File: config.mk
export PLATFORM = sky130hd
export DESIGN_NAME = multi_channel_timer_pool
export DESIGN_NICKNAME = d
export VERILOG_FILES = /design/src/rtl/mctp_pkg.sv /design/src/rtl/mctp_ctrl.sv /design/src/rtl/mctp_dp.sv /design/src/rtl/multi_channel_timer_pool.sv
export SDC_FILE = /design/constraint.sdc
export NUM_CORES = 2
export LEC_CHECK = 0
export BUFFER_PORTS_ARGS = -buffer_cell sky130_fd_sc_hd__buf_4
export CAP_MARGIN = 30
export CORE_MARGIN = 2
export CORE_UTILIZATION = 56
export DETAILED_ROUTE_END_ITERATION = 12
export MAX_ROUTING_LAYER = met4
export PLACE_DENSITY = 0.76
export SETUP_SLACK_MARGIN = 0.5
export SYNTH_ARGS = -nofsm -noshare
export SYNTH_HDL_FRONTEND = slang
export SYNTH_HIERARCHICAL = 1
export SYNTH_SLANG_ARGS = --single-unit
File: constraint.sdc
create_clock -name clk -period 6.5 [get_ports clk]
set_input_delay 1.3 -clock clk [delete_from_list [all_inputs] [get_ports clk]]
set_output_delay 1.3 -clock clk [all_outputs]
set_load 0.03 [all_outputs]
File: src/rtl/mctp_pkg.sv
// ---------------------------------------------------------------------------
// mctp_pkg: timer pool shared definitions
// Action, result and channel-state codes plus the controller/datapath
// command and status bundles.
// ---------------------------------------------------------------------------
package mctp_pkg;

  // Hard ceiling on channels: the channel fields are 3 bits wide.
  localparam int MAX_CH = 8;

  // Input actions
  localparam logic [2:0] ACT_TICK  = 3'd0;
  localparam logic [2:0] ACT_ALLOC = 3'd1;
  localparam logic [2:0] ACT_FREE  = 3'd2;
  localparam logic [2:0] ACT_SET   = 3'd3;
  localparam logic [2:0] ACT_STOP  = 3'd4;
  localparam logic [2:0] ACT_READ  = 3'd5;

  // Result kinds
  localparam logic [1:0] KIND_OK      = 2'd0;
  localparam logic [1:0] KIND_REFUSED = 2'd1;
  localparam logic [1:0] KIND_EXPIRED = 2'd2;

  // Channel states
  localparam logic [1:0] CH_UNUSED  = 2'd0;
  localparam logic [1:0] CH_STOPPED = 2'd1;
  localparam logic [1:0] CH_RUNNING = 2'd2;

  localparam logic [15:0] MS_PER_TICK_RST = 16'd10;

  // Controller -> datapath
  typedef struct packed {
    logic load;   // latch the accepted transaction
    logic exec;   // execute a single-result action
    logic scan;   // one channel step of a tick walk
    logic flush;  // drain the held expiry as the final result
  } dp_cmd_t;

  // Datapath -> controller
  typedef struct packed {
    logic slot_free;   // output register can take a result this cycle
    logic step_ok;     // current scan step can complete
    logic scan_last;   // scan pointer sits on the last channel
    logic pend_valid;  // an expiry result is being held back
  } dp_sts_t;

endpackage

File: src/rtl/mctp_ctrl.sv
// ---------------------------------------------------------------------------
// mctp_ctrl: timer pool sequencer
// One-hot FSM: accept, execute or walk channels, drain held expiry.
// ---------------------------------------------------------------------------
module mctp_ctrl (
  input  logic              clk,
  input  logic              rst_n,
  input  logic              in_valid,
  input  logic [2:0]        in_action,
  output logic              in_stall,
  input  mctp_pkg::dp_sts_t sts,
  output mctp_pkg::dp_cmd_t cmd
);
  import mctp_pkg::*;

  typedef enum logic [3:0] {
    S_IDLE  = 4'b0001,
    S_EXEC  = 4'b0010,
    S_SCAN  = 4'b0100,
    S_FLUSH = 4'b1000
  } ctrl_state_t;

  ctrl_state_t state_r, state_nxt;

  assign in_stall = (state_r != S_IDLE);

  always_comb begin
    state_nxt = state_r;
    cmd       = '0;
    case (state_r)
      S_IDLE: begin
        if (in_valid) begin
          cmd.load  = 1'b1;
          state_nxt = (in_action == ACT_TICK) ? S_SCAN : S_EXEC;
        end
      end
      S_EXEC: begin
        cmd.exec = 1'b1;
        if (sts.slot_free) begin
          state_nxt = S_IDLE;
        end
      end
      S_SCAN: begin
        cmd.scan = 1'b1;
        if (sts.step_ok && sts.scan_last) begin
          state_nxt = S_FLUSH;
        end
      end
      S_FLUSH: begin
        cmd.flush = 1'b1;
        if (!sts.pend_valid || sts.slot_free) begin
          state_nxt = S_IDLE;
        end
      end
      default: begin
        state_nxt = S_IDLE;
      end
    endcase
  end

  always_ff @(posedge clk) begin
    if (!rst_n) begin
      state_r <= S_IDLE;
    end else begin
      state_r <= state_nxt;
    end
  end

endmodule

File: src/rtl/mctp_dp.sv
// ---------------------------------------------------------------------------
// mctp_dp: timer pool datapath
// Channel registers, tick subtractor, held expiry and output register.
// ---------------------------------------------------------------------------
module mctp_dp #(
  parameter int TIMER_COUNT = 8
) (
  input  logic               clk,
  input  logic               rst_n,
  input  logic               cfg_wr_en,
  input  logic [15:0]        cfg_wr_data,
  input  logic [2:0]         in_action,
  input  logic [2:0]         in_timer_index,
  input  logic [30:0]        in_duration_ms,
  input  logic               in_periodic,
  input  logic               out_stall,
  output logic               out_valid,
  output logic [1:0]         out_kind,
  output logic [2:0]         out_channel,
  output logic signed [31:0] out_time_left,
  output logic               out_final_item,
  input  mctp_pkg::dp_cmd_t  cmd,
  output mctp_pkg::dp_sts_t  sts
);
  import mctp_pkg::*;

  localparam int NCH  = (TIMER_COUNT < MAX_CH) ? TIMER_COUNT : MAX_CH;
  localparam int CH_W = (NCH > 1) ? $clog2(NCH) : 1;
  localparam logic [3:0]      NCH_L  = 4'(NCH);
  localparam logic [CH_W-1:0] LAST_CH = CH_W'(NCH - 1);

  // Channel state
  logic [1:0]         state_r  [NCH];
  logic [1:0]         state_nxt[NCH];
  logic               mode_r   [NCH];
  logic               mode_nxt [NCH];
  logic signed [31:0] rem_r    [NCH];
  logic signed [31:0] rem_nxt  [NCH];
  logic [30:0]        reload_r [NCH];
  logic [30:0]        reload_nxt[NCH];

  logic [15:0] mpt_r, mpt_nxt;

  // Latched transaction
  logic [2:0]  act_r, act_nxt;
  logic [2:0]  idx_r, idx_nxt;
  logic [30:0] dur_r, dur_nxt;
  logic        per_r, per_nxt;

  // Tick walk
  logic [CH_W-1:0]    cnt_r, cnt_nxt;
  logic               pend_valid_r, pend_valid_nxt;
  logic [2:0]         pend_ch_r, pend_ch_nxt;
  logic signed [31:0] pend_tl_r, pend_tl_nxt;

  // Output register
  logic               out_valid_r, out_valid_nxt;
  logic [1:0]         out_kind_r, out_kind_nxt;
  logic [2:0]         out_ch_r, out_ch_nxt;
  logic signed [31:0] out_tl_r, out_tl_nxt;
  logic               out_fin_r, out_fin_nxt;

  logic               slot_free;
  logic [CH_W-1:0]    rd_addr;
  logic [1:0]         rd_state;
  logic signed [31:0] rd_rem;
  logic [30:0]        rd_reload;
  logic               rd_mode;
  logic               idx_ok;
  logic               in_use;
  logic signed [32:0] diff;
  logic signed [31:0] sat;
  logic               expire;
  logic               running;
  logic               free_found;
  logic [CH_W-1:0]    free_idx;

  assign slot_free = !out_valid_r || !out_stall;

  // Single read port: scan pointer during a tick, addressed channel otherwise
  assign rd_addr   = cmd.scan ? cnt_r : idx_r[CH_W-1:0];
  assign rd_state  = state_r[rd_addr];
  assign rd_rem    = rem_r[rd_addr];
  assign rd_reload = reload_r[rd_addr];
  assign rd_mode   = mode_r[rd_addr];

  assign idx_ok  = {1'b0, idx_r} < NCH_L;
  assign in_use  = idx_ok && (rd_state != CH_UNUSED);
  assign running = (rd_state == CH_RUNNING);

  // Tick subtract, saturating at the most negative 32-bit value
  assign diff   = {rd_rem[31], rd_rem} - $signed({17'd0, mpt_r});
  assign expire = diff[32];
  assign sat    = (diff[32] != diff[31]) ? 32'sh8000_0000 : diff[31:0];

  // Lowest unused channel
  always_comb begin
    free_found = 1'b0;
    free_idx   = '0;
    for (int i = NCH - 1; i >= 0; i--) begin
      if (state_r[i] == CH_UNUSED) begin
        free_found = 1'b1;
        free_idx   = CH_W'(i);
      end
    end
  end

  assign sts.slot_free  = slot_free;
  assign sts.step_ok    = !(running && expire && pend_valid_r) || slot_free;
  assign sts.scan_last  = (cnt_r == LAST_CH);
  assign sts.pend_valid = pend_valid_r;

  always_comb begin
    state_nxt      = state_r;
    mode_nxt       = mode_r;
    rem_nxt        = rem_r;
    reload_nxt     = reload_r;
    mpt_nxt        = cfg_wr_en ? cfg_wr_data : mpt_r;
    act_nxt        = act_r;
    idx_nxt        = idx_r;
    dur_nxt        = dur_r;
    per_nxt        = per_r;
    cnt_nxt        = cnt_r;
    pend_valid_nxt = pend_valid_r;
    pend_ch_nxt    = pend_ch_r;
    pend_tl_nxt    = pend_tl_r;
    out_valid_nxt  = out_valid_r && out_stall;
    out_kind_nxt   = out_kind_r;
    out_ch_nxt     = out_ch_r;
    out_tl_nxt     = out_tl_r;
    out_fin_nxt    = out_fin_r;

    if (cmd.load) begin
      act_nxt        = in_action;
      idx_nxt        = in_timer_index;
      dur_nxt        = in_duration_ms;
      per_nxt        = in_periodic;
      cnt_nxt        = '0;
      pend_valid_nxt = 1'b0;
    end

    if (cmd.exec && slot_free) begin
      out_valid_nxt = 1'b1;
      out_fin_nxt   = 1'b1;
      out_tl_nxt    = '0;
      out_ch_nxt    = idx_r;
      out_kind_nxt  = in_use ? KIND_OK : KIND_REFUSED;
      case (act_r)
        ACT_ALLOC: begin
          if (free_found) begin
            state_nxt[free_idx] = CH_STOPPED;
            rem_nxt[free_idx]   = '0;
            out_kind_nxt        = KIND_OK;
            out_ch_nxt          = 3'(free_idx);
          end else begin
            out_kind_nxt = KIND_REFUSED;
            out_ch_nxt   = '0;
          end
        end
        ACT_FREE: begin
          if (in_use) begin
            state_nxt[rd_addr] = CH_UNUSED;
          end
        end
        ACT_SET: begin
          if (in_use) begin
            reload_nxt[rd_addr] = dur_r;
            rem_nxt[rd_addr]    = $signed({1'b0, dur_r});
            mode_nxt[rd_addr]   = per_r;
            state_nxt[rd_addr]  = CH_RUNNING;
          end
        end
        ACT_STOP: begin
          if (in_use) begin
            state_nxt[rd_addr] = CH_STOPPED;
          end
        end
        ACT_READ: begin
          if (in_use) begin
            out_tl_nxt = rd_rem;
          end
        end
        default: begin
          out_kind_nxt = KIND_REFUSED;
        end
      endcase
    end

    if (cmd.scan && sts.step_ok) begin
      if (running) begin
        rem_nxt[rd_addr] = sat;
        if (expire) begin
          if (rd_mode) begin
            rem_nxt[rd_addr] = $signed({1'b0, rd_reload});
          end else begin
            state_nxt[rd_addr] = CH_STOPPED;
          end
          // Previous expiry is known not to be last: push it out
          if (pend_valid_r) begin
            out_valid_nxt = 1'b1;
            out_kind_nxt  = KIND_EXPIRED;
            out_ch_nxt    = pend_ch_r;
            out_tl_nxt    = pend_tl_r;
            out_fin_nxt   = 1'b0;
          end
          pend_valid_nxt = 1'b1;
          pend_ch_nxt    = 3'(cnt_r);
          pend_tl_nxt    = sat;
        end
      end
      if (!sts.scan_last) begin
        cnt_nxt = cnt_r + 1'b1;
      end
    end

    if (cmd.flush && pend_valid_r && slot_free) begin
      out_valid_nxt  = 1'b1;
      out_kind_nxt   = KIND_EXPIRED;
      out_ch_nxt     = pend_ch_r;
      out_tl_nxt     = pend_tl_r;
      out_fin_nxt    = 1'b1;
      pend_valid_nxt = 1'b0;
    end
  end

  always_ff @(posedge clk) begin
    if (!rst_n) begin
      for (int i = 0; i < NCH; i++) begin
        state_r[i] <= CH_UNUSED;
      end
      mpt_r        <= MS_PER_TICK_RST;
      pend_valid_r <= 1'b0;
      out_valid_r  <= 1'b0;
      cnt_r        <= '0;
    end else begin
      state_r      <= state_nxt;
      mpt_r        <= mpt_nxt;
      pend_valid_r <= pend_valid_nxt;
      out_valid_r  <= out_valid_nxt;
      cnt_r        <= cnt_nxt;
    end
  end

  always_ff @(posedge clk) begin
    mode_r     <= mode_nxt;
    rem_r      <= rem_nxt;
    reload_r   <= reload_nxt;
    act_r      <= act_nxt;
    idx_r      <= idx_nxt;
    dur_r      <= dur_nxt;
    per_r      <= per_nxt;
    pend_ch_r  <= pend_ch_nxt;
    pend_tl_r  <= pend_tl_nxt;
    out_kind_r <= out_kind_nxt;
    out_ch_r   <= out_ch_nxt;
    out_tl_r   <= out_tl_nxt;
    out_fin_r  <= out_fin_nxt;
  end

  assign out_valid      = out_valid_r;
  assign out_kind       = out_kind_r;
  assign out_channel    = out_ch_r;
  assign out_time_left  = out_tl_r;
  assign out_final_item = out_fin_r;

endmodule

File: src/rtl/multi_channel_timer_pool.sv
// ---------------------------------------------------------------------------
// multi_channel_timer_pool: pool of millisecond one-shot/periodic timers
// Channels are allocated, set, stopped, read and freed by transactions;
// a tick transaction counts every running channel down.
// ---------------------------------------------------------------------------
// Usage:
//  - Input channel (in_valid/in_stall): one action per transaction. The
//    block takes one transaction at a time; in_stall is high while it is
//    busy with the previous one.
//  - Result channel (out_valid/out_stall): every non-tick action yields one
//    result; a tick yields one expiry per expired channel in index order,
//    or none. out_final_item marks the last result of a transaction.
//  - cfg_wr_en/cfg_wr_data load ms_per_tick; write only while idle.
//  - Timing: a non-tick transaction is latched at accept and executed once
//    the output register is free; its result is registered and the input
//    reopens in that same cycle. A tick walks the channels one per cycle
//    through a single read port (pausing while a second expiry waits on a
//    stalled output), then drains the held expiry in a flush state before
//    the input reopens. The last expiry of a tick is held until the walk
//    ends so its final flag is known.
//  - Receiver stall: the output register holds its transaction; the walk
//    pauses only when it has a second expiry to hand over.
//  - Reset (rst_n low, synchronous): all channels unused, ms_per_tick 10,
//    no result pending.
// ---------------------------------------------------------------------------
module multi_channel_timer_pool #(
  parameter int TIMER_COUNT = 8
) (
  input  logic               clk,
  input  logic               rst_n,
  input  logic               cfg_wr_en,
  input  logic [15:0]        cfg_wr_data,
  input  logic               in_valid,
  output logic               in_stall,
  input  logic [2:0]         in_action,
  input  logic [2:0]         in_timer_index,
  input  logic [30:0]        in_duration_ms,
  input  logic               in_periodic,
  output logic               out_valid,
  input  logic               out_stall,
  output logic [1:0]         out_kind,
  output logic [2:0]         out_channel,
  output logic signed [31:0] out_time_left,
  output logic               out_final_item
);
  import mctp_pkg::*;

  dp_cmd_t cmd;
  dp_sts_t sts;

  // Sequencer: decides which datapath operation runs each cycle
  mctp_ctrl u_ctrl (
    .clk       (clk),
    .rst_n     (rst_n),
    .in_valid  (in_valid),
    .in_action (in_action),
    .in_stall  (in_stall),
    .sts       (sts),
    .cmd       (cmd)
  );

  // Channel storage, subtractor and output register
  mctp_dp #(
    .TIMER_COUNT (TIMER_COUNT)
  ) u_dp (
    .clk            (clk),
    .rst_n          (rst_n),
    .cfg_wr_en      (cfg_wr_en),
    .cfg_wr_data    (cfg_wr_data),
    .in_action      (in_action),
    .in_timer_index (in_timer_index),
    .in_duration_ms (in_duration_ms),
    .in_periodic    (in_periodic),
    .out_stall      (out_stall),
    .out_valid      (out_valid),
    .out_kind       (out_kind),
    .out_channel    (out_channel),
    .out_time_left  (out_time_left),
    .out_final_item (out_final_item),
    .cmd            (cmd),
    .sts            (sts)
  );

endmodule

==> impl_metrics.yaml <==
sta:
  setup_viol: 0
  finalCritPeriodShare: 0.9079
  skew_ns: 0.02546
  drv_slew: 0
  max_freq_mhz: 169.4
  worst_slew_pin_slew_ns: 1.151
  final_hold_viol_count: 0
  rsz0062_at_grt: "false"
  fin_crit_ns: 5.901
  max_slew_margin: 0.2329
detailed_routing:
  viasPerCell: 7.139
  drt_iter0_markers: 4360
  drc: 0
  dr.pass1.iters: 8
  wl_per_cell_um: 29.94
  vias: 25920
  highest_layer: "met4"
  met2_length_mm: 46.96
  met3_wirelength_mm: 15.36
  wirelength_mm: 108.7
  ant_nets: 0
  met1_length_mm: 40.56
final_layout:
  fin_nets: 2958
  instances_no_fill: 3630
  multiInputGateArea_um2: 12830
  fillCellCount: 4113
  areaGrowthSynthToFinish_pct: 14.84
  drive_above_1_share: 0.1735
  register_area_um2: 16590
worst_hold_path:
  hp-class: "flip-flop to flip-flop"
logic_synthesis:
  async_flop_share: 0
  ys.flop_type: "dfxtp_1"
  syn-num-nets: 2880
  ys_ff_latch: 664
  synthTopCellsByArea: "edfxtp_1 (33%), dfxtp_1 (22%), a22o_1 (5.8%), nand2_1 (4.3%), mux2i_1 (2.4%)"
  synth_edf_count: 329
  netlist_area_um2: 30300
  synth_top_area_share: 0.3261
  synth_warnings: 6
  ys_seq_area_frac: 0.5475
  synth_common_cells: "nand2_1 (350), dfxtp_1 (335), edfxtp_1 (329)"
  synth_cells: 2801
  yosys.cell_types.count: 117
  synth_top_area_cell: "edfxtp_1"
  synth_most_common_cell: "nand2_1"
  avgSynthCellArea_um2: 10.82
worst_setup_path:
  critical_path_class: "flip-flop to flip-flop"
  cpMaxStageDelayCell: "nor2_1"
  critPathRequiredTime_ns: 7.04
  cp_data_arrival_time_ns: 6.44
  cp-end-kind: "flip-flop"
  path_max_fanout: 23
  path_cells: "nor4b_4 -> buf_4 -> buf_6 -> or3b_1 -> and2_1 -> a21oi_1 -> a2111oi_4 -> buf_4 -> ha_1 -> inv_1 -> fa_1 -> a21o_1 -> a221oi_2 -> o21ai_1 -> a21oi_2 -> o21ai_1 -> o21ai_1 -> inv_1 -> ha_4 -> buf_4 -> nor2_1 -> mux2i_2 -> a21oi_1"
  crit_family: "compound AO/OA/AOI/OAI gates"
  cp_slowest_stage_delay_ns: 0.51
  startpoint_type: "flip-flop"
  worst-path-buf-inv: 6
clock_network:
  cts_buffer_depth: 3
  cts_num_sinks: 664
  numCtsBuffers: 72
  htreeDepth: 3
  cts_tree: "yes"
  path_clk_slew_ns: 0.06
  clk_latency_ns: 0.61
  root_buffer: "clkbuf_16"
place:
  gp_congestion: 1.002
  dp_cells: 3489
  io_buffers: 98
  place_hpwl_mm: 67.21
power_and_ir_drop:
  power.internal_mw: 9.102
  leakage_nw: 13.62
  p_sw_frac: 0.3178
  p_clk_frac: 0.312
  vdd_drop_max_uv: 208.6
  finalPower_mw: 13.34
  power.net_switching_mw: 4.241
  pwr-share-seq: 0.420
  pwr_density_cell_nw_per_um2: 383.5
  pwr-share-comb: 0.268
floorplan:
  fp.dieH_um: 236.6
  core_um2: 53600
  pin_count: 99
  rows: 85
  die_w_um: 236.6
  initial_core_util: 0.5652
  dieArea_um2: 55980
global_route:
  grt_max_degree: 64
  grt_antenna_before_repair: 0
  grt_pass1_vias: 24860
  grt_pass1_wl_mm: 158.6
  grt.total_usage: 0.3897
  grt_overflow_total: 0
job:
  maxCapViolCount: 0
outcome:
  status: "finished, final reports clean"
[metal layers]
layer | global-route usage | up-vias
met5 | - | -
met4 | 0.2044 | 0
met3 | 0.1022 | 433
met2 | 0.5602 | 2117
met1 | 0.5070 | 12450
li1 | - | 10920
[power groups by stage]
| stage | logic, mW | clock network [mW] | registers (mW) |
|---|---|---|---|
| 6_report | 3.57 | 4.17 | 5.61 |
| 5_1_grt | 3.79 | 4.36 | 5.65 |
| 4_1_cts | 3.39 | 4.19 | 5.57 |
| 3_5_place_dp | 3.35 | 0 | 5.65 |
| 3_3_place_gp | 3.26 | 0 | 5.61 |
| 2_1_floorplan | 2.25 | 0 | 5.56 |
[flip-flops by register name, indices dropped and copies added, names as in the netlist, 4 cells and up]
register and flops:
u_dp/pend_tl_r 32, u_dp/rem_r 256, u_dp/reload_r 248, u_dp/out_time_left 32
u_ctrl/state_r 4, u_dp/state_r 16, u_dp/mode_r 8, u_dp/dur_r 31
u_dp/mpt_r 16
[metrics by stage]
step	area, um^2	hold WS (ns)	setup TNS [ns]	setup WS [ns]	util
2_1_floorplan	30390	0.4288	0	0.5281	-
3_3_place_gp	32130	0.4407	-0.9707	-0.1116	0.5995
3_5_place_dp	32130	0.4448	-18.42	-0.2882	0.5995
4_1_cts	34560	0.4579	0	0.5108	0.6448
5_1_grt	34790	0.4784	0	0.4622	0.6490
6_report	34790	0.4581	0	0.5985	0.6491
[layout make-up]
| class | count | area share |
|---|---|---|
| antenna | 1 | 0.00007192 |
| clock buffer | 99 | 0.05826 |
| clock inverter | 29 | 0.009962 |
| inverter | 37 | 0.003992 |
| multi-input combinational | 1860 | 0.3688 |
| sequential | 664 | 0.4768 |
| tap | 696 | 0.02503 |
| timing repair buffer | 244 | 0.05711 |
[final timing paths]
check / start / end / slack, ns / cells after the start
max: u_ctrl/state_r[3]$_SDFFE_PN0P_ / u_dp/rem_r[13]$_DFF_P_ / 0.60 / 23
min: u_dp/pend_tl_r[28]$_DFFE_PP_ / u_dp/out_time_left[28]$_DFF_P_ / 0.46 / 1
max reg2reg: u_ctrl/state_r[3]$_SDFFE_PN0P_ / u_dp/rem_r[13]$_DFF_P_ / 0.60 / 23
min reg2reg: u_dp/pend_tl_r[28]$_DFFE_PP_ / u_dp/out_time_left[28]$_DFF_P_ / 0.46 / 1
[cells in the final DEF, fill, tap and decap left out, types with 22 or more instances in the layout]
cell type,Yosys,layout
a21oi_1,128,125
a221oi_1,57,56
a222oi_1,43,43
a22o_1,200,200
a22oi_1,48,48
and2_1,35,33
buf_4,19,227
clkbuf_16,0,75
dfxtp_1,335,332
edfxtp_1,329,329
inv_1,35,35
mux2_2,29,29
mux2i_1,72,61
nand2_1,350,349
nand3_1,56,55
nor2_1,106,96
nor3_1,37,32
o21ai_0,130,128
o21ai_1,112,114
o221ai_1,25,22
o22ai_1,51,51
[timing repair]
item                       in CTS  in global routing
setup endpoints to repair     327                302
hold buffers                    0                  0
gates cloned                    0                  2
setup buffers                   1                  9
gates resized for setup         8                 32
pin swaps                       0                  1
[cell families (layout without fill, tap and decap cells)]
family	after synthesis	in the layout	share of synthesized area
adder cells (fa/ha/maj)	20	20	0.008508
AND/OR/NAND/NOR	734	734	0.1198
XOR/XNOR	21	21	0.006071
flip-flops	664	664	0.5475
other	0	1	0
AO/OA/AOI/OAI	948	949	0.2251
buffers and inverters	279	409	0.04407
multiplexers	135	136	0.04898
Note: power is estimated with default switching activity, not from simulation.
